$ cat config.mk
export PLATFORM = sky130hd
export DESIGN_NAME = jpeg_end_and_appended_zip_detector_unit
export DESIGN_NICKNAME = d
export VERILOG_FILES = /design/src/rtl/core/jpegzip_pkg.sv /design/src/rtl/core/jpeg_end_and_appended_zip_detector_unit.sv
export SDC_FILE = /design/constraint.sdc
export NUM_CORES = 1
export LEC_CHECK = 0
export ABC_AREA = 1
export CAP_MARGIN = 20
export CORE_ASPECT_RATIO = 1.1
export CORE_MARGIN = 5
export CORE_UTILIZATION = 50
export CTS_BUF_LIST = sky130_fd_sc_hd__clkbuf_8
export DETAILED_ROUTE_END_ITERATION = 6
export DONT_BUFFER_PORTS = 1
export PLACE_DENSITY = 0.64
export SLEW_MARGIN = 5
export SYNTH_ARGS = -nofsm -noshare
export SYNTH_HDL_FRONTEND = slang
export SYNTH_SLANG_ARGS = --single-unit
$ cat constraint.sdc
create_clock -name clk -period 4.7 [get_ports clk]
set_input_delay 0.705 -clock clk [delete_from_list [all_inputs] [get_ports clk]]
set_output_delay 0.705 -clock clk [all_outputs]
set_load 0.005 [all_outputs]
$ cat src/rtl/core/jpegzip_pkg.sv
package jpegzip_pkg;

    localparam int unsigned BYTE_W    = 8;
    localparam int unsigned VERDICT_W = 3;
    localparam int unsigned OFFSET_W  = 32;
    localparam int unsigned SEGLEN_W  = 16;
    localparam int unsigned OUT_W     = 40;   // verdict + offset, padded to whole bytes

    // verdict codes
    localparam logic [VERDICT_W-1:0] VERDICT_NOT_JPEG   = 3'd0;
    localparam logic [VERDICT_W-1:0] VERDICT_NO_TRAILER = 3'd1;
    localparam logic [VERDICT_W-1:0] VERDICT_ZIP        = 3'd2;
    localparam logic [VERDICT_W-1:0] VERDICT_OTHER      = 3'd3;
    localparam logic [VERDICT_W-1:0] VERDICT_WALK_ERROR = 3'd4;

    // marker codes
    localparam logic [15:0] MARK_SOI  = 16'hFFD8;
    localparam logic [15:0] MARK_EOI  = 16'hFFD9;
    localparam logic [15:0] MARK_SOS  = 16'hFFDA;
    localparam logic [15:0] MARK_FILL = 16'hFFFF;

    localparam logic [31:0] ZIP_LFH_SIG = 32'h04034B50;

    localparam logic [BYTE_W-1:0] MAX_MARKERS_RESET = 8'd12;

endpackage

$ cat src/rtl/core/jpeg_end_and_appended_zip_detector_unit.sv
// jpeg end finder with appended-zip detector
//
// s_* channel: one file byte per request, s_tlast on the final byte of a file.
// m_* channel: at most one verdict per file, with the offset just past the
//   end-of-image marker (zero for "not jpeg" and "walk error").
// cfg_* channel: writes max_markers; the user must write only while the block is idle, the block does not enforce it.
//
// a byte accepted into the input register is processed when the result
// register is free or draining; its verdict (if any) then shows on m_tvalid.
// throughput: one byte per cycle while the receiver takes verdicts, set by the
// single state update between the input register and the result register.
//
// reset puts max_markers back to 12 and the parser at the start of a file.
// when the receiver stalls with a verdict pending, the parser holds: a byte
// already in the input register waits there with s_tready low, and an empty
// input register takes one more byte before s_tready drops, until the
// verdict is taken.
module jpeg_end_and_appended_zip_detector_unit
(
    input  logic        clk,
    input  logic        rst_n,

    input  logic        s_tvalid,
    output logic        s_tready,
    input  logic [7:0]  s_tdata,      // [7:0] data_byte
    input  logic        s_tlast,      // last_byte

    output logic        m_tvalid,
    input  logic        m_tready,
    output logic [39:0] m_tdata,      // [2:0] verdict, [34:3] jpeg_end_offset, [39:35] zero

    input  logic        cfg_valid,
    output logic        cfg_ready,
    input  logic [7:0]  cfg_data      // [7:0] max_markers
);

    // parser phases
    typedef enum logic [3:0] {
        PH_START0,
        PH_START1,
        PH_MHI,
        PH_MLO,
        PH_LENHI,
        PH_LENLO,
        PH_SKIP,
        PH_SOSPAD,
        PH_SCAN,
        PH_TRAIL,
        PH_DONE
    } phase_t;

    localparam int unsigned BW = jpegzip_pkg::BYTE_W;
    localparam int unsigned VW = jpegzip_pkg::VERDICT_W;
    localparam int unsigned OW = jpegzip_pkg::OFFSET_W;
    localparam int unsigned LW = jpegzip_pkg::SEGLEN_W;

    // configuration
    logic [BW-1:0] max_markers_reg;

    // input register
    logic          in_valid_reg;
    logic [BW-1:0] in_data_reg;
    logic          in_last_reg;

    // parser state
    phase_t        phase_reg, phase_next;
    logic [OW-1:0] byte_position_reg, byte_position_next;
    logic [LW-1:0] skip_remaining_reg, skip_remaining_next;
    logic [BW-1:0] held_byte_reg, held_byte_next;
    logic [BW-1:0] marker_reads_reg, marker_reads_next;
    logic [31:0]   trailer_shift_reg, trailer_shift_next;
    logic [OW-1:0] end_offset_reg, end_offset_next;
    logic          verdict_given_reg, verdict_given_next;

    // result register
    logic          out_valid_reg;
    logic [VW-1:0] out_verdict_reg;
    logic [OW-1:0] out_offset_reg;

    logic          advance;
    logic          res_valid;
    logic [VW-1:0] res_verdict;
    logic [OW-1:0] res_offset;
    logic [OW-1:0] past;
    logic [15:0]   marker;
    logic [LW-1:0] seg_len;
    logic [31:0]   trailer_full;

    // the processing stage moves whenever the result slot is free or draining
    assign advance   = in_valid_reg && (!out_valid_reg || m_tready);
    assign s_tready  = !in_valid_reg || advance;
    assign cfg_ready = 1'b1;

    assign m_tvalid = out_valid_reg;
    assign m_tdata  = {5'd0, out_offset_reg, out_verdict_reg};

    assign past    = (byte_position_reg == {OW{1'b1}}) ? byte_position_reg
                                                       : byte_position_reg + 1'b1;
    assign marker  = {held_byte_reg, in_data_reg};
    assign seg_len = {held_byte_reg, in_data_reg};
    // fourth trailer byte lands in the top lane
    assign trailer_full = {in_data_reg, trailer_shift_reg[23:0]};

    always_comb
    begin
        phase_next          = phase_reg;
        byte_position_next  = byte_position_reg;
        skip_remaining_next = skip_remaining_reg;
        held_byte_next      = held_byte_reg;
        marker_reads_next   = marker_reads_reg;
        trailer_shift_next  = trailer_shift_reg;
        end_offset_next     = end_offset_reg;
        verdict_given_next  = verdict_given_reg;
        res_valid           = 1'b0;
        res_verdict         = jpegzip_pkg::VERDICT_NOT_JPEG;
        res_offset          = '0;

        if (in_valid_reg)
        begin
            case (phase_reg)
                PH_START0:
                begin
                    if (in_data_reg == jpegzip_pkg::MARK_SOI[15:8])
                    begin
                        phase_next = PH_START1;
                    end
                    else
                    begin
                        res_valid = 1'b1;
                    end
                end
                PH_START1:
                begin
                    if (in_data_reg == jpegzip_pkg::MARK_SOI[7:0])
                    begin
                        phase_next = PH_MHI;
                    end
                    else
                    begin
                        res_valid = 1'b1;
                    end
                end
                PH_MHI:
                begin
                    held_byte_next = in_data_reg;
                    phase_next     = PH_MLO;
                end
                PH_MLO:
                begin
                    if (marker_reads_reg >= max_markers_reg)
                    begin
                        res_valid   = 1'b1;
                        res_verdict = jpegzip_pkg::VERDICT_WALK_ERROR;
                    end
                    else
                    begin
                        marker_reads_next = marker_reads_reg + 1'b1;
                        if (marker == jpegzip_pkg::MARK_FILL)
                        begin
                            // fill byte: the second ff becomes the new marker prefix
                            held_byte_next = 8'hFF;
                        end
                        else if (marker == jpegzip_pkg::MARK_EOI)
                        begin
                            end_offset_next = past;
                            if (in_last_reg)
                            begin
                                res_valid   = 1'b1;
                                res_verdict = jpegzip_pkg::VERDICT_NO_TRAILER;
                                res_offset  = past;
                            end
                            else
                            begin
                                trailer_shift_next  = '0;
                                skip_remaining_next = '0;
                                phase_next          = PH_TRAIL;
                            end
                        end
                        else if (marker == jpegzip_pkg::MARK_SOS)
                        begin
                            phase_next = PH_SOSPAD;
                        end
                        else
                        begin
                            phase_next = PH_LENHI;
                        end
                    end
                end
                PH_LENHI:
                begin
                    held_byte_next = in_data_reg;
                    phase_next     = PH_LENLO;
                end
                PH_LENLO:
                begin
                    // segment length counts its own two bytes
                    if (seg_len < LW'(2))
                    begin
                        res_valid   = 1'b1;
                        res_verdict = jpegzip_pkg::VERDICT_WALK_ERROR;
                    end
                    else if (seg_len == LW'(2))
                    begin
                        phase_next = PH_MHI;
                    end
                    else
                    begin
                        skip_remaining_next = seg_len - LW'(2);
                        phase_next          = PH_SKIP;
                    end
                end
                PH_SKIP:
                begin
                    skip_remaining_next = skip_remaining_reg - 1'b1;
                    if (skip_remaining_reg == LW'(1))
                    begin
                        phase_next = PH_MHI;
                    end
                end
                PH_SOSPAD:
                begin
                    // byte after the scan marker is passed over
                    held_byte_next = '0;
                    phase_next     = PH_SCAN;
                end
                PH_SCAN:
                begin
                    if (marker == jpegzip_pkg::MARK_EOI)
                    begin
                        end_offset_next = past;
                        if (in_last_reg)
                        begin
                            res_valid   = 1'b1;
                            res_verdict = jpegzip_pkg::VERDICT_NO_TRAILER;
                            res_offset  = past;
                        end
                        else
                        begin
                            trailer_shift_next  = '0;
                            skip_remaining_next = '0;
                            phase_next          = PH_TRAIL;
                        end
                    end
                    else
                    begin
                        held_byte_next = in_data_reg;
                    end
                end
                PH_TRAIL:
                begin
                    case (skip_remaining_reg[1:0])
                        2'd0:    trailer_shift_next[7:0]   = in_data_reg;
                        2'd1:    trailer_shift_next[15:8]  = in_data_reg;
                        2'd2:    trailer_shift_next[23:16] = in_data_reg;
                        default: trailer_shift_next[31:24] = in_data_reg;
                    endcase
                    skip_remaining_next = skip_remaining_reg + 1'b1;
                    if (skip_remaining_reg == LW'(3))
                    begin
                        res_valid   = 1'b1;
                        res_verdict = (trailer_full == jpegzip_pkg::ZIP_LFH_SIG)
                                      ? jpegzip_pkg::VERDICT_ZIP
                                      : jpegzip_pkg::VERDICT_OTHER;
                        res_offset  = end_offset_reg;
                    end
                end
                default:
                begin
                end
            endcase

            if (res_valid)
            begin
                verdict_given_next = 1'b1;
                phase_next         = PH_DONE;
            end

            byte_position_next = past;

            if (in_last_reg)
            begin
                // file ends without a verdict: decide from where the walk stopped
                if (!res_valid && !verdict_given_reg)
                begin
                    res_valid = 1'b1;
                    if (phase_next == PH_START0 || phase_next == PH_START1)
                    begin
                        res_verdict = jpegzip_pkg::VERDICT_NOT_JPEG;
                    end
                    else if (phase_next == PH_TRAIL)
                    begin
                        res_verdict = jpegzip_pkg::VERDICT_OTHER;
                        res_offset  = end_offset_next;
                    end
                    else
                    begin
                        res_verdict = jpegzip_pkg::VERDICT_WALK_ERROR;
                    end
                end
                phase_next          = PH_START0;
                byte_position_next  = '0;
                skip_remaining_next = '0;
                held_byte_next      = '0;
                marker_reads_next   = '0;
                trailer_shift_next  = '0;
                end_offset_next     = '0;
                verdict_given_next  = 1'b0;
            end
        end
    end

    always_ff @(posedge clk or negedge rst_n)
    begin
        if (!rst_n)
        begin
            max_markers_reg    <= jpegzip_pkg::MAX_MARKERS_RESET;
            in_valid_reg       <= 1'b0;
            out_valid_reg      <= 1'b0;
            phase_reg          <= PH_START0;
            byte_position_reg  <= '0;
            skip_remaining_reg <= '0;
            held_byte_reg      <= '0;
            marker_reads_reg   <= '0;
            trailer_shift_reg  <= '0;
            end_offset_reg     <= '0;
            verdict_given_reg  <= 1'b0;
        end
        else
        begin
            if (cfg_valid && cfg_ready)
            begin
                max_markers_reg <= cfg_data;
            end

            if (s_tready)
            begin
                in_valid_reg <= s_tvalid;
            end

            // a new result replaces the one draining in the same cycle
            if (advance)
            begin
                out_valid_reg <= res_valid;
            end
            else if (m_tvalid && m_tready)
            begin
                out_valid_reg <= 1'b0;
            end

            if (advance)
            begin
                phase_reg          <= phase_next;
                byte_position_reg  <= byte_position_next;
                skip_remaining_reg <= skip_remaining_next;
                held_byte_reg      <= held_byte_next;
                marker_reads_reg   <= marker_reads_next;
                trailer_shift_reg  <= trailer_shift_next;
                end_offset_reg     <= end_offset_next;
                verdict_given_reg  <= verdict_given_next;
            end
        end
    end

    // payload registers
    always_ff @(posedge clk)
    begin
        if (s_tvalid && s_tready)
        begin
            in_data_reg <= s_tdata;
            in_last_reg <= s_tlast;
        end
        if (advance && res_valid)
        begin
            out_verdict_reg <= res_verdict;
            out_offset_reg  <= res_offset;
        end
    end

    // verdict codes stay within the defined set
    assert property (@(posedge clk) disable iff (!rst_n)
        m_tvalid |-> (m_tdata[2:0] <= jpegzip_pkg::VERDICT_WALK_ERROR))
        else $error("verdict code out of range");

    // rejected or broken files carry no end offset
    assert property (@(posedge clk) disable iff (!rst_n)
        (m_tvalid && (m_tdata[2:0] == jpegzip_pkg::VERDICT_NOT_JPEG ||
                      m_tdata[2:0] == jpegzip_pkg::VERDICT_WALK_ERROR))
        |-> (m_tdata[34:3] == '0))
        else $error("offset given with a failing verdict");

    // a final byte always returns the parser to the start of a file
    assert property (@(posedge clk) disable iff (!rst_n)
        (advance && in_last_reg)
        |=> (phase_reg == PH_START0 && byte_position_reg == '0 && !verdict_given_reg))
        else $error("parser not cleared after final byte");

    // once a verdict is out the parser only waits for the final byte
    assert property (@(posedge clk) disable iff (!rst_n)
        verdict_given_reg |-> (phase_reg == PH_DONE))
        else $error("verdict given but parser still walking");

endmodule

# --- After elaboration in Yosys (flattened, before gate mapping) ---
# Index checks and enable logic that the tools add are counted.
classes:
  n_addsub: 5
  n_reduce_logical: 32
  n_lt_le_gt_ge: 2
  n_eq_ne: 34
  muxes: 85
op_table:
  columns: ["cell", "count"]
  rows:
  - ["two-way mux 32 bit", 19]
  - ["one-hot mux 32 bit (3 select lines)", 2]
  - ["two-way mux 16 bit", 6]
  - ["two-way mux 8 bit", 11]
  - ["one-hot mux 16 bit (5 select lines)", 1]
  - ["one-hot mux 32 bit (2 select lines)", 1]
  - ["equality test 16 bit (second input constant)", 3]
  - ["two-way mux 4 bit", 12]
  - ["one-hot mux 4 bit (9 select lines)", 1]
  - ["adder 32 x 1 -> 32 bit (second input constant)", 1]
  - ["equality test 16 x 2 -> 1 bit (second input constant)", 2]
  - ["equality test 32 x 27 -> 1 bit (second input constant)", 1]
  - ["equality test 32 bit (second input constant)", 1]
  - ["one-hot mux 8 bit (4 select lines)", 1]
  - ["AND reduction 6 bit", 5]
  - ["two-way mux 3 bit", 7]
  - ["inequality test 3 bit (second input constant)", 7]
  - ["two-way mux 1 bit", 20]
  - ["adder 16 x 1 -> 16 bit (second input constant)", 1]
  - ["equality test 16 x 1 -> 1 bit (second input constant)", 1]
  - ["equality test 4 x 3 -> 1 bit (second input constant)", 4]
  - ["equality test 8 bit (second input constant)", 2]
  - ["< comparator 16 x 2 -> 1 bit (second input constant)", 1]
  - ["subtractor 16 x 1 -> 16 bit (second input constant)", 1]
  - ["28 further kinds", 47]
word_totals:
  input_bits: 22
  word_cells: 176
  register_bits: 187

# --- Logic depth before layout (Yosys ltp) ---
depth:
  depth_word: 13
  depth_mapped: 21

# --- Worst setup path after synthesis ---
# OpenSTA, ideal clock, no wires.
synth_timing:
  kind: "input to register"
  from: "input m_tready"
  to: "register out_offset_reg[0] (enable)"
  stages: 6
  arrival_ns: 3.745
  slack_ns: 0.479
  t_required_ns: 4.224
  path_cell_list: "inv_1 > nand2_1 > nand2_1 > nor2_1 > inv_1 > o21ai_0"
synth_between:
  elab_chain_cells: 3
synth_rtl:
  columns: ["item", "line_no", "rtl"]
  rows:
  - ["start, declared", "jpeg_end_and_appended_zip_detector_unit.sv:29", "input logic m_tready,"]
  - ["logical OR 1 bit", "jpeg_end_and_appended_zip_detector_unit.sv:90", "assign advance = in_valid_reg && (!out_valid_reg || m_tready);"]
  - ["logical AND 1 bit", "jpeg_end_and_appended_zip_detector_unit.sv:90", null]
  - ["logical AND 1 bit", "jpeg_end_and_appended_zip_detector_unit.sv:372", "if (advance && res_valid)"]
  - ["end signal, assigned", "jpeg_end_and_appended_zip_detector_unit.sv:375", "out_offset_reg <= res_offset;"]
  - ["end, declared", "jpeg_end_and_appended_zip_detector_unit.sv:78", "logic [OW-1:0] out_offset_reg;"]
# No other way between the ends.
# A chain may end at the register's enable or synchronous reset.

# --- Worst setup path after layout ---
layout_timing:
  from: "register in_data_reg[4]"
  to: "register trailer_shift_reg[22]"
layout_between:
  elab_chain_cells: 6
  word_cells_on_any_way: 9
  classes_between: "eq/ne: 3; mux: 5; reduce/logical: 1"
layout_rtl:
  columns: ["item", "line_no", "rtl"]
  rows:
  - ["start, declared", "jpeg_end_and_appended_zip_detector_unit.sv:62", "logic [BW-1:0] in_data_reg;"]
  - ["start signal, assigned", "jpeg_end_and_appended_zip_detector_unit.sv:369", "in_data_reg <= s_tdata;"]
  - ["equality test 16 bit", "jpeg_end_and_appended_zip_detector_unit.sv:163, jpeg_end_and_appended_zip_detector_unit.sv:228", null]
  - ["two-way mux 32 bit (3 in series)", null, null]
  - ["one-hot mux 32 bit (3 select lines)", null, null]
  - ["two-way mux 32 bit", null, null]
  - ["end signal, assigned", "jpeg_end_and_appended_zip_detector_unit.sv:357", "trailer_shift_reg <= trailer_shift_next;"]
  - ["end, declared", "jpeg_end_and_appended_zip_detector_unit.sv:71", "logic [31:0] trailer_shift_reg, trailer_shift_next;"]
# Parallel ways exist; a longest one is shown, timed or not. The select of a mux whose other input is x is not followed.

==> results.md <==
* Die W at roughly 160 µm
* Setup_tns at 0 ns
* Max H-tree Level at 4
* Max Cap Viol at 0
* Gr usage total at 0.269
* Root Driver: clkbuf_8
* VDD IR max at between 200 and 250 µV
* Drt via density at approximately 5.6
* Share of layout cells above drive strength 1 at 0.0678
* Final Cycle Share at 0.745
* Layout area overhead at 5.21%
* FP Rows at 58
* Total grt overflow at 0
* EDFF count, synth at 44
* Worst-Margin Slew at 0.801 ns
* CTS tree: done
* Cell variety after synth at between 40 and 50
* Starting Density at 0.508
* Drt first pass iters at 6
* Cells after Synth at 1654
* Status: complete, no violations
* Worst hold path type: input pin to async pin
* # IOs at 65
* Top post-synthesis cells by area: dfrtp_1 29%, nand2_1 13%, edfxtp_1 11%, nor2_1 6.9%, o21ai_0 6.7%
* Reg-to-reg endpoint: trailer_shift_reg[22]
* Core box area at about 23000 µm²
* Crit path capture: trailer_shift_reg[22]
* Routability congestion estimate at between 0.9 and 1
* Post-CTS setup buffers at 0
* Number of antenna diodes at 0
* Post-DP HPWL at around 25000 µm
* WS Path Type: flop to flop
* Reg2Reg Launch Point: in_data_reg[4]
* Synthesis-stage register bit count at between 150 and 200
* Initial DRC count at 897
* Clock Path Buffers at 2
* Worst EP required at about 5 ns
* Die H at 170 µm
* Vias in the first global route at approximately 10000
* PortBufs at 0
* Top cell type's share of synthesized area at 0.286
* Final hold slack at about 0.05 ns
* WL/cell at 18.0 µm
* Highest clock rate at approximately 0.29 GHz
* Critical Path AT at between 3 and 4 ns
* Worst-path fanout max at 27
* RSZ-0062 raised after global routing: no
* Register-to-Register Path Depth at 12
* Sequential element share of the synthesized area at 0.405
* Critical path startpoint: in_data_reg[4]
* Critical Path End Type: flop
* CTS buffer count at 17
* WL final at roughly 35000 µm
* Via count at roughly 11000
* Max Slew Vio Count at 0
* Clock skew at roughly 0.017 ns
* Largest net degree at the start of global routing at between 100 and 150
* Clk slew on worst S/H paths at 0.11 ns
* Fraction of registers with async set/reset at 0.754
* Pwr/cell area at around 390 nW/µm²
* Synthesized cell area at approximately 12000 µm²
* Worst R2R Setup Slack at roughly 1.2 ns
* Final ANT Viol Nets at 0
* Net count, final at 1661
* Leak pwr at around 5.5 nW
* Antenna violations before repair at 0
* Clock Sinks at roughly 180
* Fillers at between 2000 and 2500
* Min Tclk post-route at ~3.5 ns
* Dominant cell type by area after synthesis: dfrtp_1
* Syn Area/Cell at 7.02 µm²
* Count leader, synth: nand2_1
* Startpoint Class: flop
* Setup violations, final at 0
* Number of remaining DRC errors at 0
* Fin. Hold Viols at 0
* Top_reg_cell synth: dfrtp_1
* Synth warn at 0
* Clock insertion delay at the later pin of the skew report at 0.49 ns
* Commonest cells post-synth: 403 x nand2_1, 215 x nor2_1, 204 x inv_1
* Die area at 26400 µm²
* Slew margin rel. at 0.464
* First-pass GRT wire length at roughly 56000 µm
per-layer routing:
layer / wire (µm) / vias up / track usage
li1: - / 5319 / -
met1: 14500 / 4982 / 0.343
met2: 17100 / 409 / 0.453
met3: 1760 / 87 / 0.0389
met4: 1570 / 0 / 0.120
met5: 0 / - / 0
cell type report:
class                           count  area [µm²]  share of cell area
Multi-Input combinational cell   1188        5770               0.472
Clock inverter                     15         169              0.0138
Clock buffer                       17         234              0.0191
Timing Repair Buffer               11         123              0.0100
Sequential cell                   179        4700               0.385
Inverter                          226         848              0.0694
Tap cell                          300         375              0.0307
placed cells by master (no fill, tap or decap), types with 32 or more instances in the layout:
cell / count
nand2_1: 403
nor2_1: 214
inv_1: 203
o21ai_0: 155
dfrtp_1: 133
nand3_1: 121
a21oi_1: 47
edfxtp_1: 44
o22ai_1: 39
nor3_1: 32
where the power goes:
group          internal, mW  switching [mW]  leakage [nW]
combinational         0.380            1.15          3.00
sequential             1.90           0.216          2.26
clock                 0.488           0.644         0.202
total                  2.77            2.01          5.47
critical path, stage by stage (launching register included):
cell      delay [ns]
edfxtp_1        0.53
inv_2           0.14
nor2_2          0.18
nand3_2         0.11
nor2_4          0.46
inv_2           0.37
nor2_4          0.26
nor3_1          0.10
or2_4           0.31
nor2_1          0.53
inv_1           0.21
nand2_1         0.09
o21ai_0         0.07
timing repair:
item / CTS / global route
hold buffers: 1 / 0
resized for setup: 0 / 0
hold endpoints to repair: 133 / 0
per-stage QoR:
stage	area, µm²	util	setup WS (ns)	power [mW]	instances
2_1_floorplan	11600	-	0.479	3.21	1658
3_3_place_gp	11800	0.515	1.30	3.61	1902
3_5_place_dp	11800	0.515	1.27	3.62	1902
4_1_cts	12200	0.534	1.26	4.78	1935
5_1_grt	12200	0.535	0.843	5.07	1936
6_report	12200	0.535	1.20	4.78	1936
kinds of logic (layout without fill, tap and decap cells):
family,Yosys count,count (layout),share of synthesized area
buf+inv,291,269,0.101
other cells,2,6,0.000646
flops,179,179,0.405
compound gates,306,306,0.149
xor+xnor,21,21,0.0158
simple gates,838,838,0.311
fa+ha+maj,16,16,0.0172
mux,1,1,0.000969
worst min path at each step:
stage | end | slack, ns | cells after the start | from
6_report | max_markers_reg[2] | 0.05 | 0 | rst_n
3_5_place_dp | byte_position_reg[15] | 0.42 | 0 | rst_n
4_1_cts | max_markers_reg[2] | 0.03 | 0 | rst_n
2_1_floorplan | byte_position_reg[0] | 0.41 | 0 | rst_n
5_1_grt | max_markers_reg[2] | 0.01 | 0 | rst_n
3_3_place_gp | byte_position_reg[31] | 0.42 | 0 | rst_n
No activity file was read; power rests on OpenSTA's default activity.
